<file path="src/sv/segment_intersection_unit_assert.svh">
// Assertion macros used by the queue of the segment intersection unit.
`ifndef SEGMENT_INTERSECTION_UNIT_ASSERT_SVH
`define SEGMENT_INTERSECTION_UNIT_ASSERT_SVH
// Same-cycle implication, checked out of reset.
`define SIU_ASSERT_IMP(lbl, ante, cons, msg) \
  lbl: assert property (@(posedge clk) disable iff (!rst_n) (ante) |-> (cons)) \
    else $error(msg);
// Next-cycle implication, checked out of reset.
`define SIU_ASSERT_NXT(lbl, ante, cons, msg) \
  lbl: assert property (@(posedge clk) disable iff (!rst_n) (ante) |=> (cons)) \
    else $error(msg);
`endif

</file>
<file path="src/sv/siu_pkg.sv">
// Shared constants and types of the segment intersection unit.
package siu_pkg;
  localparam int COORD_BITS_DEF = 32;
  localparam int Q_DEPTH = 8;
  localparam int Q_AW = 3;
  localparam int Q_CW = 4;

  typedef struct packed {
    logic            empty;
    logic [Q_CW-1:0] level;
  } q_stat_t;
endpackage

</file>
<file path="src/sv/siu_queue.sv">
// Short word queue between front and back ends.
`include "segment_intersection_unit_assert.svh"
module siu_queue #(
  parameter int W = 8
) (
  input  logic             clk,
  input  logic             rst_n,
  input  logic             push,
  input  logic [W-1:0]     din,
  input  logic             pop,
  output logic [W-1:0]     dout,
  output siu_pkg::q_stat_t stat
);
  logic [W-1:0]                mem_r [siu_pkg::Q_DEPTH];
  logic [siu_pkg::Q_AW-1:0]    wp_r, rp_r;
  logic [siu_pkg::Q_CW-1:0]    count_r, count_nxt;

  always_comb begin
    count_nxt = count_r;
    if (push && !pop) begin
      count_nxt = count_r + 1'b1;
    end else if (pop && !push) begin
      count_nxt = count_r - 1'b1;
    end
  end

  always_ff @(posedge clk) begin
    if (!rst_n) begin
      wp_r    <= '0;
      rp_r    <= '0;
      count_r <= '0;
    end else begin
      if (push) begin
        wp_r <= wp_r + 1'b1;
      end
      if (pop) begin
        rp_r <= rp_r + 1'b1;
      end
      count_r <= count_nxt;
    end
  end

  always_ff @(posedge clk) begin
    if (push) begin
      mem_r[wp_r] <= din;
    end
  end

  assign dout       = mem_r[rp_r];
  assign stat.empty = (count_r == '0);
  assign stat.level = count_r;

  `SIU_ASSERT_IMP(a_no_overflow, push && !pop,
    count_r < siu_pkg::Q_CW'(siu_pkg::Q_DEPTH), "queue overflow")
  `SIU_ASSERT_IMP(a_pop_nonempty, pop, count_r != '0, "pop from empty queue")
  `SIU_ASSERT_NXT(a_level_up, push && !pop, count_r == $past(count_r) + 1'b1,
    "queue level lost a push")
endmodule

</file>
<file path="config.mk">
export PLATFORM = sky130hd
export DESIGN_NAME = siu_queue
export DESIGN_NICKNAME = d
export VERILOG_FILES = /design/src/sv/siu_pkg.sv /design/src/sv/siu_queue.sv
export VERILOG_INCLUDE_DIRS = /design/src /design/src/sv
export SDC_FILE = /design/constraint.sdc
export NUM_CORES = 1
export LEC_CHECK = 0
export ABC_AREA = 1
export BUFFER_PORTS_ARGS = -buffer_cell sky130_fd_sc_hd__buf_2
export CAP_MARGIN = 5
export CORE_UTILIZATION = 31
export CTS_CLUSTER_DIAMETER = 50
export DETAILED_ROUTE_END_ITERATION = 6
export PLACE_DENSITY_LB_ADDON = 0.08
export SKIP_LAST_GASP = 1
export SYNTH_ARGS = -nofsm -noshare
export SYNTH_HDL_FRONTEND = slang
export SYNTH_SLANG_ARGS = --single-unit
</file>
<file path="constraint.sdc">
create_clock -name clk -period 2 [get_ports clk]
set_clock_uncertainty 0.1 [all_clocks]
set_input_delay 0.3 -clock clk [delete_from_list [all_inputs] [get_ports clk]]
set_output_delay 0.3 -clock clk [all_outputs]
set_load 0.02 [all_outputs]
</file>
-- Word-level counts from Yosys, hierarchy flattened
Memory sizes are Yosys's and may differ from the RTL's. A register that Yosys moved wholly into a read port is not among the register bits.
Cells that the tools add are included.
- bits in registers: 10
- RAM bits: 64
- input bits: 12
- output and inout bits: 13
- memories kept: 1
- memory list (name ; depth ; width ; rd ports ; clocked after Yosys merged registers in ; wr ports ; line ; RTL):
    mem_r ; 8 ; 8 ; 1 ; 1 ; 1 ; siu_queue.sv:14 ; logic [W-1:0] mem_r [siu_pkg::Q_DEPTH];
- add/sub/neg operators: 4
- muxes and demuxes: 6
- reductions and logical operators: 6
- operators with widths (kind ; number):
    $mux W4 ; 2
    $add A3 B1 Y3 const B ; 2
    $mux W3 ; 2
    $add A4 B1 Y4 const B ; 1
    $logic_not A4 Y1 ; 1
    $sub A4 B1 Y4 const B ; 1
    $logic_and A1 B1 Y1 ; 2
    $logic_not A1 Y1 ; 2
    $mux W1 ; 2
    $reduce_bool A2 Y1 ; 1

-- Longest topological paths before layout
Gate-level depths: netlist of run 1.
- depth after elaboration: 4
- mapped depth: 11

-- Worst setup path before layout of run 1
Ideal clock, no wire load.
- path type: input-to-reg
- start point: input pop
- end point: register count_r[3] (netlist name)
- setup time: 109 ps
- arrival: 1393 ps
- data required time: 1791 ps
- slack: 398 ps
- cell stages on the path: 9
- cells stage by stage: inv_1 > ha_1 > inv_1 > ha_1 > or2_2 > nand3_1 > nand3_1 > nand2_1 > inv_1
- cells in the longest elaborated chain, start to end: 3
- RTL lines (element ; line ; RTL):
    from (decl) ; siu_queue.sv:10 ; input logic pop,
    $logic_not A1 Y1 ; siu_queue.sv:20 ; if (push && !pop) begin
    $logic_and A1 B1 Y1 ; siu_queue.sv:20 ;
    $mux W4 / $reduce_bool A2 Y1 (equally long branches) ; -- ;
    to (signal assigned) ; siu_queue.sv:39 ; count_r <= count_nxt;
    to (decl) ; siu_queue.sv:16 ; logic [siu_pkg::Q_CW-1:0] count_r, count_nxt;
Several ways; a longest one is shown, not always the timed one.
A chain may end at the register's enable or synchronous reset.

==> impl_metrics.csv, run 1 <==
group,metric,value,unit
clock_tree,cts-htree-levels,3,
power,p_int,2680,uW
clock_tree,cts_setup_buffers,0,
run,cap_violations,0,
power,p_sw,946,uW
critical_path,cpMaxStageDelayCell,"dfxtp_4",
route,wire_per_inst,14.8,um
timing,tightest_slew,404,ps
timing,fin_crit,1890,ps
clock_tree,clkSinkCount,77,
route,wl,7040,um
global_route,overflow,0,
worst_hold_path,hp-class,"in2reg",
global_route,grt_antenna_before_repair,0,
outcome,outcome,"finished, final reports clean",
route,drtAntennaViolNets,0,
critical_path,cp_common_cell,"nand2_1",
power,leakage,0.00150,uW
die,die-area,10800,um2
global_route,grt_usage,0.142,
logic_synthesis,ys_warn_count,0,
final_layout,drive_gt1_frac,0.189,
timing,hold_viol_final,0,
clock_tree,cts_buffers,9,
global_route,grt_max_degree,33,
final_layout,area_growth,18.2,%
clock_tree,cts-root-buf,"clkbuf_8",
power,seqPwrFrac,0.504,
logic_synthesis,synthDistinctLibCells,20,
die,io_pins,25,
clock_tree,clk_latency,340,ps
timing,maxSlewHeadroom,0.730,
timing,max_freq,528,MHz
power,p_per_area,956,nW/um2
critical_path,reg2reg_depth,3,
placement,preCtsSetupSlack,177,ps
logic_synthesis,synth_area,3210,um2
timing,holdWs,124,ps
die,start_util,0.324,
placement,place_hpwl,4530,um
timing,setup_viol,0,
critical_path,r2r_end,"mem_r[4][3]$_DFFE_PP_",
clock_tree,hold_buffers,0,
critical_path,rrSetupSlack,490,ps
route,vias_per_cell,4.38,
worst_hold_path,min_from,"din[4]",
timing,finalCritPeriodShare,0.946,
critical_path,max_stage_delay,410,ps
global_route,grt_pass1_wl,11200,um
timing,layout_setup_ws,108,ps
logic_synthesis,syn_inst,298,
final_layout,final_cell_mix,"nor2_1 (82), edfxtp_1 (64), nand2_1 (55)",
timing,rsz0062_at_grt,"yes",
logic_synthesis,ys_seq_area_frac,0.679,
timing,timing.final.max_slew_violations,0,
route,via_count,2090,
critical_path,cp.required,1600,ps
final_layout,seqCellArea,2190,um2
critical_path,worstPathMaxFanout,17,
clock_tree,clkTransAtPathRegs,90,ps
critical_path,cp-end-kind,"output port",
die,rows,36,
final_layout,multi_input_area,880,um2
power,peakVddDrop,0.368,mV
timing,tns,0,ps
worst_hold_path,hold_path_depth,1,
final_layout,final_cell_count_no_fill,477,
route,dr.first_iter.drc_count,64,
route,drc_errors,0,
die,core_area,9910,um2
final_layout,antennaDiodeCount,0,
final_layout,final_core_util,0.383,
critical_path,crit_family,"flip-flops",
global_route,first_global_vias,2029,
route,firstDrtPassIters,4,
power,switching_share,0.261,
power,power_frac_comb,0.139,
critical_path,setup.worst_path.class,"reg2out",
critical_path,cp_cell_sequence,"buf_12 -> nor2_1 -> nor2_1 -> o21ai_0 -> nand2_1 -> nand2_1 -> nand2_1 -> buf_2",
placement,routabilityCongestion,0.792,
power,pwr-share-clk,0.357,
clock_tree,cts_tree,"built",
logic_synthesis,synth_seq_cells,77,
logic_synthesis,synth_nets,316,
final_layout,fin_nets,357,
final_layout,fillCellCount,1003,
die,die_w,104,um
critical_path,r2r_start,"wp_r[0]$_SDFFE_PN0P_",
final_layout,layout_commonest_cell,"nor2_1",
logic_synthesis,syn_avg_cell_area,10.8,um2
die,die_y,104,um
critical_path,cp-start-kind,"register",
placement,dp.cells,461,
clock_tree,cts_buffer_depth,2,
critical_path,cp_num_buf_inv,2,
placement,port_buffers,24,
critical_path,arrival,1490,ps
worst_hold_path,hold_path_end,"mem_r[3][4]$_DFFE_PP_",
cell usage after synthesis:
master	n	area share
a21oi_1	5	0.0078
buf_2	2	0.0031
buf_4	3	0.0070
buf_6	6	0.021
dfxtp_1	13	0.081
edfxtp_1	64	0.60
fa_1	1	0.0062
ha_1	5	0.019
inv_1	12	0.014
inv_2	1	0.0012
inv_4	1	0.0019
nand2_1	56	0.065
nand3_1	3	0.0047
nor2_1	83	0.097
nor4_1	1	0.0019
o21ai_0	7	0.011
o21ai_1	30	0.047
or2_2	2	0.0039
xnor2_1	1	0.0027
xor2_1	2	0.0055
through the flow:
step | power [uW] | area (um2)
2_1_floorplan | 2210 | 3210
3_3_place_gp | 2350 | 3530
3_5_place_dp | 2350 | 3530
4_1_cts | 3670 | 3760
5_1_grt | 3800 | 3800
6_report | 3630 | 3800
worst register-to-register path: cells and delay by family, from the launching register on:
kind	cells	cell delay, ps
simple gates	2	550
flops	1	340
buf+inv	1	220
how the worst max path moves through the flow:
stage               slack, ps  depth (start not counted)      from                      end
floorplan                 400                          9       pop  count_r[3]$_SDFFE_PN0P_
global placement          190                         10       pop  count_r[3]$_SDFFE_PN0P_
detailed placement        180                         10       pop  count_r[3]$_SDFFE_PN0P_
CTS                        10                          8  register                  dout[1]
global route              -30                          8  register                  dout[7]
finish                    110                          8  register                  dout[0]
repair_timing:
| action | in CTS | in global routing |
|---|---|---|
| pin swaps | 0 | 0 |
| gates resized for setup | 4 | 12 |
| setup endpoints to repair | 8 | 8 |
| cloned | 0 | 0 |
routing by layer:
layer,track usage,vias to the layer above,part of all wire
met4,0.0745,0,0.019
met5,0,-,0
met2,0.221,45,0.45
li1,-,1075,-
met1,0.188,960,0.49
met3,0.0264,10,0.039
power groups by stage:
stage               clock network (uW)  registers [uW]  logic [uW]
finish                            1300            1830         504
global route                      1400            1840         567
CTS                               1350            1830         495
detailed placement                   0            1860         490
global placement                     0            1860         490
floorplan                            0            1870         337
state kept, by name (all words and copies together), names as in the netlist, named ones only:
name     cells
mem_r       64
count_r      4
rp_r         3
wp_r         3
cells by family (layout without fill, tap and decap cells):
kind of cell | after synthesis | in the layout | synth area share
and+or+nand+nor | 145 | 145 | 0.173
DFF | 77 | 77 | 0.679
AOI/OAI and AO/OA | 42 | 42 | 0.0654
buffers and inverters | 25 | 71 | 0.0483
adders and majority gates | 6 | 6 | 0.0257
xor gates and xnor gates | 3 | 3 | 0.00818
cell type report:
cell class	count	share of cell area
clock buffer	9	0.0326
inverter	14	0.0158
sequential	77	0.576
tap	133	0.0438
clock inverter	7	0.0260
timing repair buffer	41	0.0738
multi-input combinational	196	0.232
(Power assumes the default switching activity.)
==> inputs of run 2 (changes only) <==
--- a/config.mk
+++ b/config.mk
@@ -6,7 +6,6 @@
 export SDC_FILE = /design/constraint.sdc
 export NUM_CORES = 1
 export LEC_CHECK = 0
-export ABC_AREA = 1
 export BUFFER_PORTS_ARGS = -buffer_cell sky130_fd_sc_hd__buf_2
 export CAP_MARGIN = 5
 export CORE_UTILIZATION = 31
==> run 2 against run 1 <==
Compared with the run above:
- the run now ends with negative setup slack left
- first-iteration DRC count is 25% lower
- synthesized cell count is 46% lower
- clock power is 10% lower
- critical path depth is 4 lower
- worst hold slack better by 5.7 ps
==> impl_metrics.csv, run 2 <==
group,metric,value,unit
outcome,outcome,"finished, violations left",
outcome,failed_checks,"negative setup slack",
timing,tightest_slew,247,ps
logic_synthesis,synth_flop_cell,"edfxtp_1",
final_layout,final_core_util,0.381,
clock_tree,clkSinkCount,77,
final_layout,fin_nets,219,
critical_path,cp-start-kind,"register",
final_layout,layout_commonest_cell,"edfxtp_1",
critical_path,cp_num_buf_inv,2,
timing,rsz0062_at_grt,"yes",
global_route,grt_antenna_before_repair,0,
final_layout,area_growth,19.3,%
global_route,grt_usage,0.130,
logic_synthesis,synth_seq_cells,77,
critical_path,worstPathMaxFanout,8,
die,io_pins,25,
logic_synthesis,synth_area,3100,um2
logic_synthesis,yosysTopAreaCell,"edfxtp_1",
critical_path,crit_family,"multiplexers",
route,dr.first_iter.drc_count,48,
final_layout,largest_reg_flops,64,
route,drtAntennaViolNets,0,
logic_synthesis,syn_avg_cell_area,19.3,um2
placement,routabilityCongestion,0.688,
logic_synthesis,yosys.area_share.simple,0.0508,
clock_tree,hold_buffers,0,
critical_path,cp.required,1600,ps
clock_tree,cts_setup_buffers,0,
clock_tree,cts-htree-levels,3,
logic_synthesis,ys_top_cells_by_area,"edfxtp_1 (62%), mux4_1 (13%), dfxtp_1 (8.4%)",
run,cap_violations,0,
logic_synthesis,synth_edf_count,64,
logic_synthesis,ys_seq_area_frac,0.703,
global_route,overflow,0,
critical_path,arrival,1800,ps
logic_synthesis,synthMuxAreaShare,0.176,
die,core_area,9730,um2
logic_synthesis,synthAdderAreaFrac,0.0266,
logic_synthesis,synth_compound_area_frac,0.00766,
logic_synthesis,synthDistinctLibCells,28,
timing,timing.final.max_slew_violations,0,
route,wire_per_inst,17.7,um
die,die_y,102,um
timing,fin_crit,2200,ps
power,finalPower,3520,uW
timing,max_freq,454,MHz
final_layout,regMostFlops,"mem_r",
logic_synthesis,synth.most_common_cell,"edfxtp_1",
logic_synthesis,synth.top_cell.area_share,0.619,
final_layout,top_regs,"mem_r x64, count_r x4",
die,die_w,102,um
clock_tree,clkTransAtPathRegs,80,ps
power,leakage,0.00129,uW
timing,maxSlewHeadroom,0.835,
critical_path,setup.worst_path.class,"reg2out",
route,firstDrtPassIters,4,
logic_synthesis,synth_xor_area_frac,0.0169,
global_route,grt_max_degree,17,
clock_tree,clk_latency,340,ps
route,vias_per_cell,4.40,
clock_tree,cts_tree,"built",
clock_tree,cts-root-buf,"clkbuf_8",
power,peakVddDrop,0.430,mV
global_route,first_global_vias,1576,
logic_synthesis,synth_common_cells,"edfxtp_1 (64), mux4_1 (15), dfxtp_1 (13)",
clock_tree,cts_buffer_depth,2,
logic_synthesis,synth_top_family_by_area,"multiplexers",
placement,dpl_cell_area,3450,um2
worst_hold_path,min_from,"din[2]",
final_layout,final_cell_mix,"edfxtp_1 (64), mux4_2 (16), buf_2 (16)",
die,start_util,0.319,
route,via_count,1492,
critical_path,cp-end-kind,"output port",
timing,setup_viol,8,
die,die-area,10400,um2
final_layout,antennaDiodeCount,0,
logic_synthesis,syn_inst,161,
critical_path,cp_cell_sequence,"buf_12 -> mux4_2 -> mux2_4 -> buf_6",
timing,layout_setup_ws,-203,ps
critical_path,cpMaxStageDelayCell,"mux4_2",
power,p_per_area,950,nW/um2
timing,tns,-1570,ps
clock_tree,cts_buffers,9,
timing,hold_viol_final,0,
final_layout,final_area,3700,um2
critical_path,r2r_start,"count_r[2]$_SDFFE_PN0P_",
die,rows,36,
placement,port_buffers,24,
logic_synthesis,ys_warn_count,0,
final_layout,drive_gt1_frac,0.369,
critical_path,max_stage_delay,500,ps
logic_synthesis,synth_nets,179,
worst_hold_path,hp-class,"in2reg",
route,drc_errors,0,
route,wl,6010,um
logic_synthesis,synth-async-reset-ratio,0,
global_route,grt_pass1_wl,9370,um
placement,place_hpwl,3640,um
timing,finalCritPeriodShare,1.10,
run 2: cell count changes in the layout (fill, tap and decap cells not counted), moves of 7 or more:
cell and change:
nor2_1 -75, nand2_1 -49, o21ai_1 -30, mux4_2 +16, inv_1 -10, buf_4 -9, buf_6 +8, mux2_4 +8
and2_1 +7
run 2: worst paths after layout:
| kind | slack (ps) | to | depth (start not counted) |
|---|---|---|---|
| worst max-delay path | -200 | dout[1] | 4 |
| worst min-delay path | 130 | mem_r[1][2]$_DFFE_PP_ | 1 |
| worst max register to register | 460 | count_r[3]$_SDFFE_PN0P_ | 5 |
| worst min register to register | 410 | count_r[3]$_SDFFE_PN0P_ | 2 |
run 2: logic make-up after synthesis:
kind of cell,after synthesis
xor gates and xnor gates,6
AOI/OAI and AO/OA,4
adders and majority gates,6
buffers and inverters,9
DFF,77
and+or+nand+nor,31
muxes,28
run 2: per-stage QoR:
| stage | std cells | hold WS [ps] | worst slack, ps |
|---|---|---|---|
| 2_1_floorplan | 161 | 299 | 188 |
| 3_3_place_gp | 322 | 379 | 86.9 |
| 3_5_place_dp | 322 | 406 | 34.8 |
| 4_1_cts | 339 | 117 | -248 |
| 5_1_grt | 339 | 134 | -280 |
| 6_report | 339 | 130 | -203 |
run 2: timing repair:
item                       CTS  global route
gates cloned                 1             0
setup endpoints to repair    8             8
gates resized for setup     42             0
run 2: routing by layer:
metal | global-route usage | part of all wire | wire (um) | vias to the layer above
met2 | 0.213 | 0.50 | 2980 | 28
met5 | 0 | 0 | 0 | -
met1 | 0.165 | 0.45 | 2730 | 751
li1 | - | - | - | 703
met4 | 0.0626 | 0.019 | 114 | 0
met3 | 0.0294 | 0.030 | 183 | 10
run 2: power breakdown:
part | internal (uW) | leakage, uW | switching [uW]
logic | 265 | 0.000495 | 240
clock network | 641 | 0.000102 | 529
registers | 1800 | 0.000689 | 46.1
total | 2700 | 0.00129 | 814
run 2: cell type report:
class                           count  area, um2
Fill cell                         942       6020
Inverter                            2       7.51
Clock inverter                      4       47.5
Tap cell                          133        166
Sequential cell                    77       2190
Clock buffer                       12        155
Multi-Input combinational cell     75        837
Timing Repair Buffer               36        305
run 2: worst register-to-register path, cell delays in order, from the launching register on:
cell and delay [ps]:
dfxtp_1 340, ha_1 350, a21oi_1 190, a211oi_1 100, a31oi_1 190, mux2i_1 210
==> inputs of run 3 (changes only) <==
--- a/config.mk
+++ b/config.mk
@@ -12,6 +12,7 @@
 export CTS_CLUSTER_DIAMETER = 50
 export DETAILED_ROUTE_END_ITERATION = 6
 export PLACE_DENSITY_LB_ADDON = 0.08
+export RECOVER_POWER = 50
 export SKIP_LAST_GASP = 1
 export SYNTH_ARGS = -nofsm -noshare
 export SYNTH_HDL_FRONTEND = slang
==> run 3 against run 2 <==
Compared with the run above:
- the run still ends with negative setup slack left
- die area unchanged
- power about the same
- sequential power about the same
- worst setup slack about the same
- core utilization decreased by 0.12 points
- largest power group unchanged
- critical path depth unchanged
- global-route usage unchanged
- final area decreased by 0.30%
- clock-buffer cell count unchanged
==> impl_metrics.csv, run 3 (synthesized netlist as in run 2, its figures left out) <==
group,metric,value,unit
die,io_pins,25,
clock_tree,clk_latency,340,ps
route,drc_errors,0,
global_route,grt_usage,0.130,
timing,layout_setup_ws,-203,ps
critical_path,cp-start-kind,"register",
timing,timing.final.max_slew_violations,0,
timing,setup_viol,8,
clock_tree,cts_setup_buffers,0,
timing,hold_viol_final,0,
final_layout,final_cell_mix,"edfxtp_1 (64), mux4_2 (16), dfxtp_1 (12)",
placement,preCtsSetupSlack,34.8,ps
placement,dpl_cell_area,3450,um2
timing,maxSlewHeadroom,0.766,
clock_tree,cts-root-buf,"clkbuf_8",
critical_path,cp-end-kind,"output port",
timing,finalCritPeriodShare,1.10,
final_layout,area_growth,19.0,%
final_layout,largest_reg_flops,64,
route,firstDrtPassIters,4,
placement,place_hpwl,3640,um
power,leakage,0.00126,uW
critical_path,rrSetupSlack,460,ps
worst_hold_path,hp-class,"in2reg",
power,p_per_area,952,nW/um2
global_route,grt_max_degree,17,
critical_path,r2r_end,"count_r[3]$_SDFFE_PN0P_",
clock_tree,hold_buffers,0,
run,cap_violations,0,
die,start_util,0.319,
placement,routabilityCongestion,0.688,
power,peakVddDrop,0.430,mV
timing,max_freq,454,MHz
global_route,first_global_vias,1576,
route,vias_per_cell,4.42,
final_layout,final_area,3690,um2
final_layout,drive_gt1_frac,0.325,
clock_tree,cts_buffer_depth,2,
clock_tree,cts_tree,"built",
die,die_w,102,um
die,die_y,102,um
final_layout,antennaDiodeCount,0,
timing,tightest_slew,352,ps
power,finalPower,3520,uW
final_layout,layout_commonest_cell,"edfxtp_1",
die,die-area,10400,um2
clock_tree,cts-htree-levels,3,
final_layout,regMostFlops,"mem_r",
timing,tns,-1570,ps
global_route,overflow,0,
die,rows,36,
placement,port_buffers,24,
timing,rsz0062_at_grt,"yes",
clock_tree,clkSinkCount,77,
critical_path,setup.worst_path.class,"reg2out",
critical_path,cp.required,1600,ps
global_route,grt_antenna_before_repair,0,
final_layout,top_regs,"mem_r x64, count_r x4",
final_layout,fin_nets,219,
outcome,failed_checks,"negative setup slack",
route,wl,6000,um
worst_hold_path,hold_path_depth,2,
outcome,outcome,"finished, violations left",
route,drtAntennaViolNets,0,
critical_path,reg2reg_depth,5,
clock_tree,clkTransAtPathRegs,70,ps
critical_path,r2r_start,"count_r[2]$_SDFFE_PN0P_",
clock_tree,cts_buffers,9,
route,dr.first_iter.drc_count,65,
route,via_count,1497,
route,wire_per_inst,17.7,um
worst_hold_path,min_from,"rst_n",
worst_hold_path,hold_path_end,"count_r[1]$_SDFFE_PN0P_",
timing,fin_crit,2200,ps
die,core_area,9730,um2
global_route,grt_pass1_wl,9370,um
critical_path,arrival,1800,ps
critical_path,worstPathMaxFanout,8,
-- run 3: layout make-up --
type,instances,area (um2)
clock buffers,12,155
flip-flops and latches,77,2190
fillers,948,6040
repair buffers,36,294
multi-input cells,75,837
well taps,133,166
inverters,2,7.51
clock inverters,4,47.5
-- run 3: power by group --
group | leakage [uW] | internal [uW] | switching (uW) | total, uW
clock | 0.000102 | 641 | 529 | 1170
combinational | 0.000467 | 261 | 240 | 502
sequential | 0.000689 | 1800 | 46.1 | 1840
total | 0.00126 | 2700 | 816 | 3520
-- run 3: repair_timing --
action / in CTS / in global routing
cloned: 1 / 0
endpoints found under the setup margin: 8 / 8
resized for setup: 42 / 0
-- run 3: routing by layer --
metal | wire length [um] | GRT usage | share of wire | up-vias
met4 | 114 | 0.0626 | 0.019 | 0
li1 | - | - | - | 703
met1 | 2740 | 0.165 | 0.46 | 756
met3 | 172 | 0.0294 | 0.029 | 10
met5 | 0 | 0 | 0 | -
met2 | 2970 | 0.213 | 0.50 | 28
-- run 3: worst max-delay path by stage --
stage / start / end / slack (ps) / depth (start not counted)
after CTS: register / dout[1] / -250 / 4
final: register / dout[1] / -200 / 4
after global routing: register / dout[1] / -280 / 4
after floorplan: register / dout[1] / 190 / 4
after detailed placement: push / count_r[3]$_SDFFE_PN0P_ / 30 / 8
after global placement: register / dout[7] / 90 / 4
-- run 3: per-stage QoR --
step / hold slack (ps) / cells / utilization
final: 202 / 339 / 0.380
after global routing: 199 / 339 / 0.380
after CTS: 117 / 339 / 0.381
after detailed placement: 406 / 322 / 0.354
after global placement: 379 / 322 / 0.354
after floorplan: 299 / 161 / -
-- run 3: critical path, cell delays in order (launching register included) --
cell and delay (ps):
dfxtp_4 390, buf_12 150, mux4_2 500, mux2_4 290, buf_6 130
